[config.mk]
export PLATFORM = sky130hd
export DESIGN_NAME = pulse_period_history
export DESIGN_NICKNAME = d
export VERILOG_FILES = /design/src/rtl/pph_pkg.sv /design/src/rtl/pph_ctrl.sv /design/src/rtl/pph_datapath.sv /design/src/rtl/pulse_period_history.sv
export SDC_FILE = /design/constraint.sdc
export NUM_CORES = 1
export LEC_CHECK = 0
export ABC_AREA = 1
export BUFFER_PORTS_ARGS = -buffer_cell sky130_fd_sc_hd__buf_2
export CAP_MARGIN = 0
export CORE_MARGIN = 2
export CORE_UTILIZATION = 45
export DETAILED_ROUTE_END_ITERATION = 12
export PLACE_DENSITY = 0.72
export SLEW_MARGIN = 40
export SYNTH_ARGS = -nofsm -noshare
export SYNTH_HDL_FRONTEND = slang
export SYNTH_SLANG_ARGS = --single-unit
export TNS_END_PERCENT = 20
[constraint.sdc]
create_clock -name clk -period 10.02 [get_ports clk]
set_input_delay 3.006 -clock clk [delete_from_list [all_inputs] [get_ports clk]]
set_output_delay 3.006 -clock clk [all_outputs]
set_load 0.02 [all_outputs]
[src/rtl/pph_pkg.sv]
// Package: shared constants, codes and controller/datapath interface types for pulse_period_history.
package pph_pkg;

    localparam int HISTORY_DEPTH = 8;
    localparam int IDX_W         = (HISTORY_DEPTH > 1) ? $clog2(HISTORY_DEPTH) : 1;
    localparam int VALUE_W       = 32;
    localparam int COUNT_W       = 16;
    localparam int ENTRY_W       = 6;
    localparam int CFG_IDX_W     = 2;
    localparam int CFG_DATA_W    = 32;
    localparam int IN_TDATA_W    = 32;
    localparam int OUT_TDATA_W   = 40;

    localparam logic [VALUE_W-1:0] MIN_PULSE_RST  = 32'd100;
    localparam logic [VALUE_W-1:0] MAX_PULSE_RST  = 32'd1000000;
    localparam logic [COUNT_W-1:0] IDLE_LIMIT_RST = 16'd3000;

    localparam logic [CFG_IDX_W-1:0] CFG_MIN_PULSE  = 2'd0;
    localparam logic [CFG_IDX_W-1:0] CFG_MAX_PULSE  = 2'd1;
    localparam logic [CFG_IDX_W-1:0] CFG_IDLE_LIMIT = 2'd2;

    localparam logic [IDX_W-1:0] LAST_IDX = IDX_W'(HISTORY_DEPTH - 1);

    typedef enum logic [1:0] {
        OP_PULSE = 2'd0,
        OP_TICK  = 2'd1,
        OP_READ  = 2'd2
    } pph_op_t;

    typedef struct packed {
        logic             do_pulse;
        logic             do_tick;
        logic             out_load;
        logic [IDX_W-1:0] rd_idx;
        logic             rd_last;
        logic             clear;
    } pph_cmd_t;

    typedef struct packed {
        logic running;
        logic fresh;
    } pph_stat_t;

endpackage

[src/rtl/pph_ctrl.sv]
// Controller: request decode and read sequencing state machine.
module pph_ctrl
    import pph_pkg::*;
(
    input  logic       clk,
    input  logic       rst_n,
    input  logic       s_tvalid,
    output logic       s_tready,
    input  logic [1:0] op,
    output logic       m_tvalid,
    input  logic       m_tready,
    input  pph_stat_t  stat,
    output pph_cmd_t   cmd
);

    typedef enum logic {
        ST_IDLE,
        ST_READ
    } state_t;

    state_t           state_reg, state_next;
    logic [IDX_W-1:0] idx_reg, idx_next;
    logic             m_tvalid_reg, m_tvalid_next;
    logic             accept;
    logic             slot_free;

    assign s_tready  = (state_reg == ST_IDLE);
    assign accept    = s_tvalid && s_tready;
    assign slot_free = !m_tvalid_reg || m_tready;
    assign m_tvalid  = m_tvalid_reg;

    always_comb
    begin
        state_next   = state_reg;
        idx_next     = idx_reg;
        cmd.do_pulse = 1'b0;
        cmd.do_tick  = 1'b0;
        cmd.out_load = 1'b0;
        cmd.rd_idx   = idx_reg;
        cmd.rd_last  = (idx_reg == LAST_IDX);
        cmd.clear    = 1'b0;
        unique case (state_reg)
            ST_IDLE:
            begin
                if (accept)
                begin
                    unique case (pph_op_t'(op))
                        OP_PULSE: cmd.do_pulse = 1'b1;
                        OP_TICK:  cmd.do_tick  = 1'b1;
                        OP_READ:
                        begin
                            state_next = ST_READ;
                            idx_next   = '0;
                        end
                        default: ;
                    endcase
                end
            end
            ST_READ:
            begin
                if (slot_free)
                begin
                    cmd.out_load = 1'b1;
                    if (cmd.rd_last)
                    begin
                        cmd.clear  = stat.running && !stat.fresh;
                        state_next = ST_IDLE;
                    end
                    else
                    begin
                        idx_next = idx_reg + 1'b1;
                    end
                end
            end
            default: state_next = ST_IDLE;
        endcase
        if (cmd.out_load)
            m_tvalid_next = 1'b1;
        else if (m_tready)
            m_tvalid_next = 1'b0;
        else
            m_tvalid_next = m_tvalid_reg;
    end

    always_ff @(posedge clk or negedge rst_n)
    begin
        if (!rst_n)
        begin
            state_reg    <= ST_IDLE;
            idx_reg      <= '0;
            m_tvalid_reg <= 1'b0;
        end
        else
        begin
            state_reg    <= state_next;
            idx_reg      <= idx_next;
            m_tvalid_reg <= m_tvalid_next;
        end
    end

`ifndef SYNTHESIS
    a_no_overwrite: assert property (@(posedge clk) disable iff (!rst_n)
        cmd.out_load |-> (!m_tvalid_reg || m_tready))
        else $error("output register overwritten while held");

    a_clear_at_end: assert property (@(posedge clk) disable iff (!rst_n)
        cmd.clear |-> (cmd.out_load && cmd.rd_last))
        else $error("clear outside final entry of a read");

    a_read_ends: assert property (@(posedge clk) disable iff (!rst_n)
        (state_reg == ST_READ && cmd.out_load && cmd.rd_last) |=> s_tready)
        else $error("controller did not return to idle after read");
`endif

endmodule

[src/rtl/pph_datapath.sv]
// Datapath: config registers, history shift line, idle counter and output register.
module pph_datapath
    import pph_pkg::*;
(
    input  logic                  clk,
    input  logic                  rst_n,
    input  logic                  cfg_we,
    input  logic [CFG_IDX_W-1:0]  cfg_index,
    input  logic [CFG_DATA_W-1:0] cfg_data,
    input  logic [VALUE_W-1:0]    capture_value,
    input  pph_cmd_t              cmd,
    output pph_stat_t             stat,
    output logic [VALUE_W-1:0]    history_value,
    output logic [ENTRY_W-1:0]    entry_index,
    output logic                  last_entry,
    output logic                  running,
    output logic                  fresh
);

    logic [VALUE_W-1:0] min_pulse_reg;
    logic [VALUE_W-1:0] max_pulse_reg;
    logic [COUNT_W-1:0] idle_limit_reg;

    logic [VALUE_W-1:0] hist_reg [HISTORY_DEPTH];
    logic [COUNT_W-1:0] idle_count_reg, idle_count_next;
    logic               seen_reg, seen_next;

    logic [VALUE_W-1:0] out_value_reg;
    logic [ENTRY_W-1:0] out_index_reg;
    logic               out_last_reg;
    logic               out_running_reg;
    logic               out_fresh_reg;

    logic [VALUE_W-1:0] repl_value;
    logic [VALUE_W-1:0] new_value;
    logic               shift_en;

    assign stat.running = seen_reg;
    assign stat.fresh   = seen_reg && (idle_count_reg < idle_limit_reg);

    // low capture repeats the previous newest entry, then saturate
    assign repl_value = (capture_value < min_pulse_reg) ? hist_reg[0] : capture_value;
    assign new_value  = (repl_value > max_pulse_reg) ? max_pulse_reg : repl_value;
    assign shift_en   = cmd.do_pulse && seen_reg;

    always_ff @(posedge clk or negedge rst_n)
    begin
        if (!rst_n)
        begin
            min_pulse_reg  <= MIN_PULSE_RST;
            max_pulse_reg  <= MAX_PULSE_RST;
            idle_limit_reg <= IDLE_LIMIT_RST;
        end
        else if (cfg_we)
        begin
            unique case (cfg_index)
                CFG_MIN_PULSE:  min_pulse_reg  <= cfg_data;
                CFG_MAX_PULSE:  max_pulse_reg  <= cfg_data;
                CFG_IDLE_LIMIT: idle_limit_reg <= cfg_data[COUNT_W-1:0];
                default: ;
            endcase
        end
    end

    always_comb
    begin
        idle_count_next = idle_count_reg;
        seen_next       = seen_reg;
        if (cmd.clear)
        begin
            idle_count_next = '0;
            seen_next       = 1'b0;
        end
        else if (cmd.do_pulse)
        begin
            idle_count_next = '0;
            seen_next       = 1'b1;
        end
        else if (cmd.do_tick)
        begin
            if (!seen_reg)
                idle_count_next = '0;
            else if (idle_count_reg < idle_limit_reg)
                idle_count_next = idle_count_reg + 1'b1;
        end
    end

    always_ff @(posedge clk or negedge rst_n)
    begin
        if (!rst_n)
        begin
            idle_count_reg <= '0;
            seen_reg       <= 1'b0;
            for (int i = 0; i < HISTORY_DEPTH; i++)
                hist_reg[i] <= '0;
        end
        else
        begin
            idle_count_reg <= idle_count_next;
            seen_reg       <= seen_next;
            if (cmd.clear)
            begin
                for (int i = 0; i < HISTORY_DEPTH; i++)
                    hist_reg[i] <= '0;
            end
            else if (shift_en)
            begin
                for (int i = HISTORY_DEPTH - 1; i > 0; i--)
                    hist_reg[i] <= hist_reg[i-1];
                hist_reg[0] <= new_value;
            end
        end
    end

    always_ff @(posedge clk)
    begin
        if (cmd.out_load)
        begin
            out_value_reg   <= seen_reg ? hist_reg[cmd.rd_idx] : '0;
            out_index_reg   <= ENTRY_W'(cmd.rd_idx);
            out_last_reg    <= cmd.rd_last;
            out_running_reg <= stat.running;
            out_fresh_reg   <= stat.fresh;
        end
    end

    assign history_value = out_value_reg;
    assign entry_index   = out_index_reg;
    assign last_entry    = out_last_reg;
    assign running       = out_running_reg;
    assign fresh         = out_fresh_reg;

`ifndef SYNTHESIS
    a_clear_stops: assert property (@(posedge clk) disable iff (!rst_n)
        cmd.clear |=> !seen_reg && (idle_count_reg == '0))
        else $error("clear did not reset running state");

    a_count_bound: assert property (@(posedge clk) disable iff (!rst_n)
        (cmd.do_tick && !cmd.clear && (idle_count_reg >= idle_limit_reg))
            |=> $stable(idle_count_reg))
        else $error("idle counter passed its limit");

    a_shift_moves: assert property (@(posedge clk) disable iff (!rst_n)
        (shift_en && !cmd.clear) |=> (hist_reg[1] == $past(hist_reg[0])))
        else $error("history did not shift on pulse");
`endif

endmodule

[src/rtl/pulse_period_history.sv]
// Top level: pulse period history with stream ports and config write port.
// Pulse and tick requests are handled in the cycle they are accepted; s_tready stays high after them.
// A read request streams HISTORY_DEPTH entries: on acceptance the controller enters ST_READ,
// which loads the output register that sets m_tvalid; entries then follow one per cycle while
// m_tready is high. s_tready stays low until the read has loaded its last entry.
// rst_n clears history, idle counter and running flag, and loads register defaults.
module pulse_period_history
    import pph_pkg::*;
(
    input  logic                   clk,
    input  logic                   rst_n,
    input  logic                   s_tvalid,
    output logic                   s_tready,
    input  logic [IN_TDATA_W-1:0]  s_tdata,   // [31:0] capture_value
    input  logic [1:0]             s_tuser,   // [1:0] opcode
    output logic                   m_tvalid,
    input  logic                   m_tready,
    output logic [OUT_TDATA_W-1:0] m_tdata,   // [31:0] history_value, [37:32] entry_index
    output logic [1:0]             m_tuser,   // [0] running, [1] fresh
    output logic                   m_tlast,
    input  logic                   cfg_we,
    input  logic [CFG_IDX_W-1:0]   cfg_index,
    input  logic [CFG_DATA_W-1:0]  cfg_data
);

    pph_cmd_t           cmd;
    pph_stat_t          stat;
    logic [VALUE_W-1:0] history_value;
    logic [ENTRY_W-1:0] entry_index;
    logic               running;
    logic               fresh;

    pph_ctrl u_ctrl (
        .clk      (clk),
        .rst_n    (rst_n),
        .s_tvalid (s_tvalid),
        .s_tready (s_tready),
        .op       (s_tuser),
        .m_tvalid (m_tvalid),
        .m_tready (m_tready),
        .stat     (stat),
        .cmd      (cmd)
    );

    pph_datapath u_dp (
        .clk           (clk),
        .rst_n         (rst_n),
        .cfg_we        (cfg_we),
        .cfg_index     (cfg_index),
        .cfg_data      (cfg_data),
        .capture_value (s_tdata[VALUE_W-1:0]),
        .cmd           (cmd),
        .stat          (stat),
        .history_value (history_value),
        .entry_index   (entry_index),
        .last_entry    (m_tlast),
        .running       (running),
        .fresh         (fresh)
    );

    assign m_tdata = {{(OUT_TDATA_W - VALUE_W - ENTRY_W){1'b0}}, entry_index, history_value};
    assign m_tuser = {fresh, running};

endmodule
After elaboration in Yosys (flattened, before gate mapping)
Cells that the tools add are included.
Widths: inputs -> output; s select.

operators by class
  $lt $le $gt $ge = 4
  reduce and logical (&&, ||, !) cells = 18
  eq/ne operators = 10
  $add $sub $neg = 2
  bitwise operators = 2
  multiplexer cells = 35

operators by type and width
  operator               count
  $mux 256               2
  $mux 32                4
  $bmux 32 s3            1
  $mux 16                5
  $gt 32x32->1           1
  $lt 32x32->1           1
  $add 16x1->16 const B  1
  $lt 16x16->1           1
  $mux 1                 15
  $mux 3                 4
  $ne 2x2->1 const B     4
  $reduce_and 2->1       4
  $pmux 3 s2             1
  $reduce_bool 2->1      3
  $eq 2x1->1 const B     2
  $eq 2x2->1 const B     2
  $ge 4x4->1 const B     1
  $logic_and 1x1->1      4
  $logic_not 2->1        2
  $mux 2                 2
  $ne 4x3->1 const B     1
  $not 3->4              1
  $reduce_and 4->1       1
  $add 3x1->3 const B    1
  6 further kinds        7

storage, ports and cells
  input port bits = 73
  register bits after elaboration = 396
  output and inout bits = 45

Depth between registers and ports, before layout
  depth in word-level cells = 9
  gate-level depth with buffers = 33

Modules after synthesis
A second synthesis with hierarchy kept.

second synthesis, totals
  cell total of the unflattened synthesis = 2414
  area total of the unflattened synthesis = 20045.5 um^2

modules (own cells, without submodules)
  module                cells an instance  sequential area each (um^2)  area an instance (um^2)  instances
  pph_datapath          2364               9995.8                       19698.9                  1
  pph_ctrl              45                 125.1                        312.8                    1
  pulse_period_history  5                  0.0                          33.8                     1

Worst setup path after synthesis
No wires, ideal clock.

  path kind = input port to flip-flop
  from = input s_tdata[27]
  to = register u_dp.hist_reg[225] in the netlist's numbering
  data arrival time = 5.709 ns
  stages = 21
  slack = 4.195 ns
  data required time = 9.904 ns
  path through = ha_1 > a21oi_1 > o21ai_1 > nand2_1 > o211ai_1 > nor2_1 > nand2_1 > buf_2 > nand2_1 > nand2_1 > ha_1 > nand2_1 > nor2_1 > nand2_1 > nor4_2 > nand4_2 > nand2_1 > buf_2 > nand3_1 > nand2_1 > nand2_1

on the way
  word-level cells in the longest chain between the ends = 6

RTL lines
  element                          line                        source
  from (decl)                      pulse_period_history.sv:14  input logic [IN_TDATA_W-1:0] s_tdata,
  $lt 32x32->1                     pph_datapath.sv:42          assign repl_value = (capture_value < min_pulse_reg) ? hist_reg[0] : capture_value;
  $mux 32 (*)                      pph_datapath.sv:42
  $gt 32x32->1                     pph_datapath.sv:43          assign new_value = (repl_value > max_pulse_reg) ? max_pulse_reg : repl_value;
  $mux 32 (*)                      pph_datapath.sv:43
  $mux 256 (*)                     pph_datapath.sv:106         else if (shift_en)
  $mux 256 (*)                     pph_datapath.sv:101         if (cmd.clear)
  to (signal, indexed assignment)  pph_datapath.sv:109         hist_reg[i] <= hist_reg[i-1];
  to (decl)                        pph_datapath.sv:24          logic [VALUE_W-1:0] hist_reg [HISTORY_DEPTH];

Every way passes the cells marked *; elsewhere a longest branch is shown, timed or not. The select of a mux whose other input is x is not followed.
A chain may end at the register's enable or synchronous reset.

Worst setup path in the final report
  from = input s_tdata[27]
  to = register u_dp.hist_reg[252] in the netlist's numbering

The elaborated chain is that of the path after synthesis.

==> metrics.md <==
| Metric | Value |
|---|---|
| Final Net Count | 2590 |
| Crit. End Element | flop |
| H-tree Lvls | 2 |
| R2R cell count | 25 |
| Largest family of logic cells by synthesized area | compound AO/OA/AOI/OAI gates |
| Skew-Pair Late Insertion Delay | 0.60 ns |
| Layout cell share with drive strength beyond 1 | 10.44% |
| Slowest cell on the critical path | buf_4 |
| Placed Instances | 2981 |
| Setup ws final | 3.477 ns |
| Setup Skew | 0.02726 ns |
| Fill cells | 4093 |
| Metal2 WL | 23840 um |
| Endpoints failing setup | 0 |
| Critical R2R Capture | u_dp.hist_reg[252]$_DFFE_PN0P_ |
| Vias in the first global route | 16250 |
| Metal-1 WL | 23760 um |
| First-pass DRT Iterations | 5 |
| Die extent in x | 215.6 um |
| Total power | 6.506 mW |
| Cts hold-fix bufs | 0 |
| First DRT Iteration DRCs | 1476 |
| Initial antenna violation count | 0 |
| Seq pwr share | 39.7% |
| CTS buffer count | 43 |
| Post-Layout Cell Count | 3063 |
| Comb power frac | 34.7% |
| Pwr/cell area | 289.8 mW/mm2 |
| Slew at the pin closest to its max-slew limit | 0.8643 ns |
| R2R Setup Slk | 5.54 ns |
| DR WL/cell | 16.88 um |
| Synth area leaders | dfrtp_1, nand2_1, inv_1 |
| HP Class | flop to flop |
| Met3 wire len | 2595 um |
| Worst IR Drop VDD | 0.0001439 V |
| CP startpoint | s_tdata[27] |
| Synth cell types | 40 |
| CORE AREA | 0.04422 mm2 |
| Crit-path max FO | 33 |
| Post-Syn Instances | 2409 |
| Clk sinks | 396 |
| RePlAce Congestion | 0.8716 |
| Status | finished clean |
| DP Worst Slack | 2.958 ns |
| CTS tree | yes |
| Synth area leader | dfrtp_1 |
| Die Y-Extent | 215.6 um |
| Setup fix buffers added after clock tree synthesis | 0 |
| Highest Signal Layer | met4 |
| Layout Area Growth over Synthesis | 11.42% |
| Net Sw Power | 2.536 mW |
| Max Cap Violations | 0 |
| Max reg flops | 256 |
| Post-synthesis register bit count | 396 |
| Mux share of post-synthesis cell area | 0% |
| Max Freq | 152.8 MHz |
| First-pass GRT wire length | 84850 um |
| CP Class | input port to flop |
| Critical Path RT | 10.48 ns |
| Post_cts resized | 0 |
| Leakage | 11.42 nW |
| Area share of and/or/nand/nor cells after synthesis | 15.11% |
| Synth Area in Compound Gates | 17.89% |
| Internal | 3.970 mW |
| Largest net degree at the start of global routing | 152 |
| Syn_area_per_cell | 8.364 um2 |
| Root buf cell | clkbuf_16 |
| Cell Chain, Critical Path | buf_2 > ha_1 > a21oi_1 > o21ai_1 > nand2_1 > o211ai_1 > nor2_2 > buf_4 > nand2_1 > buf_4 > nand2_1 > nand2_1 > ha_1 > nand2_1 > nor2_1 > nand2_1 > nor4_2 > nand4_2 > nand2_1 > buf_4 > nand3_1 > nand2_1 > nand2_1 |
| Post-DRT Antenna Nets | 0 |
| Tcrit/Tclk final | 65.30% |
| Remaining DRCs | 0 |
| Via count | 16760 |
| RSZ-0062 raised after global routing | false |
| Initial core utilization | 45.56% |
| GR Overflow Total | 0 |
| Post-Synth Adder-Cell Area | 5.030% |
| Synth warn | 0 |
| Switching share of total power | 38.98% |
| Most common cell on crit path | nand2_1 |
| Worst path max stage delay | 0.37 ns |
| Final Hold Vio Count | 0 |
| Mapped cell area | 0.02015 mm2 |
| R2r startpoint | u_dp.min_pulse_reg[5]$_DFFE_PN1P_ |
| Setup TNS | 0 ns |
| # IOs | 118 |
| Drt total wl | 51700 um |
| Final Max Tran Viols | 0 |
| Total Die Area | 0.04648 mm2 |
| Post-synthesis sequential area ratio | 50.23% |
| Clock-pin slew on the worst setup and hold paths | 0.06 ns |
| Crit path launch type | input port |
| Max_slew headroom | 42.38% |
| Via density | 5.471 |
| Clock power share | 25.6% |
| Worst hold start | u_dp.max_pulse_reg[24]$_DFFE_PN0P_ |
| HPWL after DPL | 31870 um |
| Ant. Diodes | 0 |
| Largest buffer count on any clock path | 3 |
| Critical path arrival | 7.01 ns |
| Port Buffers | 112 |
| Tmin final | 6.543 ns |
| GR Util All Layers | 22.31% |
| CP endpoint | u_dp.hist_reg[252]$_DFFE_PN0P_ |
| Synth Area in XOR/XNOR | 0.04347% |
| Area share of the largest cell type after synthesis | 42.35% |
| Row count | 77 |
## cells by family after synthesis
logic type      count (synthesis)
other cells                     1
simple gates                  707
fa+ha+maj                      81
xor+xnor                        1
flops                         396
buf+inv                       564
compound gates                659
## per-stage QoR
stage                     hold WS, ns  util [%]  area [um2]
after CTS                      0.4876     50.64       22390
after global placement         0.4667     47.16       20850
after floorplan                0.4231         -       20160
after detailed placement       0.4726     47.21       20880
after global routing           0.5032     50.77       22450
final                          0.4830     50.77       22450
## layer usage
metal	up-vias	GRT usage (%)
met1	8124	31.41
li1	8074	-
met3	84	2.791
met5	-	0
met4	0	7.816
met2	477	35.65
## how the worst min path moves through the flow
stage                                              end  slack, ns  depth (start not counted)
global route        u_dp.min_pulse_reg[19]$_DFFE_PN0P_       0.50                          2
global placement    u_dp.max_pulse_reg[11]$_DFFE_PN0P_       0.47                          2
finish              u_dp.max_pulse_reg[24]$_DFFE_PN0P_       0.48                          2
floorplan                       u_dp.running$_DFFE_PP_       0.42                          0
CTS                 u_dp.max_pulse_reg[15]$_DFFE_PN0P_       0.49                          2
detailed placement  u_dp.max_pulse_reg[15]$_DFFE_PN0P_       0.47                          2
## critical path: cells and delay by family
family | cells | cell delay [ns]
simple gates | 14 | 1.77
compound gates | 3 | 0.50
fa+ha+maj | 2 | 0.59
buf+inv | 4 | 1.09
## power groups by stage
stage	logic, mW	clock network (mW)	registers (mW)
after floorplan	1.57	0	2.56
after global placement	2.16	0	2.58
after detailed placement	2.23	0	2.60
after CTS	2.25	1.70	2.58
after global routing	2.56	1.76	2.65
final	2.26	1.66	2.58
## area by class of cell
| class | count | area, um2 | share of cell area [%] |
|---|---|---|---|
| Tap cell | 592 | 740.7 | 3.300 |
| Sequential cell | 396 | 10130 | 45.11 |
| Inverter | 407 | 1530 | 6.816 |
| Timing Repair Buffer | 135 | 803.3 | 3.578 |
| Clock inverter | 23 | 245.2 | 1.092 |
| Clock buffer | 57 | 1270 | 5.657 |
| Multi-Input combinational cell | 1453 | 7734 | 34.45 |
## layout by cell type (no fill, tap or decap), drive strengths merged
master / instances
a31oi: 32
nand4: 27
or2: 1
and2: 2
ha: 81
buf: 135
clkinvlp: 5
xor2: 1
a31o: 1
bufinv: 3
nor2: 43
o211ai: 1
dfstp: 17
nor3b: 1
nor3: 13
dfrtp: 341
edfxtp: 38
nand3: 163
inv: 409
a21oi: 170
o22ai: 192
o21a: 6
nand2: 446
clkbuf: 57
clkinv: 13
nor4: 11
conb: 5
a21boi: 1
o21bai: 1
o21ai: 255
## synth_stat cells, drive strengths merged
| cell type | count |
|---|---|
| conb | 1 |
| o21bai | 1 |
| ha | 81 |
| nor4 | 11 |
| o21ai | 255 |
| a31o | 1 |
| nor3 | 13 |
| clkbuf | 75 |
| nor2 | 43 |
| edfxtp | 38 |
| nand3 | 163 |
| dfrtp | 341 |
| inv | 407 |
| and2 | 2 |
| buf | 82 |
| xor2 | 1 |
| nand4 | 27 |
| nand2 | 446 |
| o22ai | 192 |
| a21oi | 170 |
| dfstp | 17 |
| o21a | 6 |
| nor3b | 1 |
| or2 | 1 |
| a31oi | 32 |
| o211ai | 1 |
| a21boi | 1 |
(Power assumes the default switching activity.)
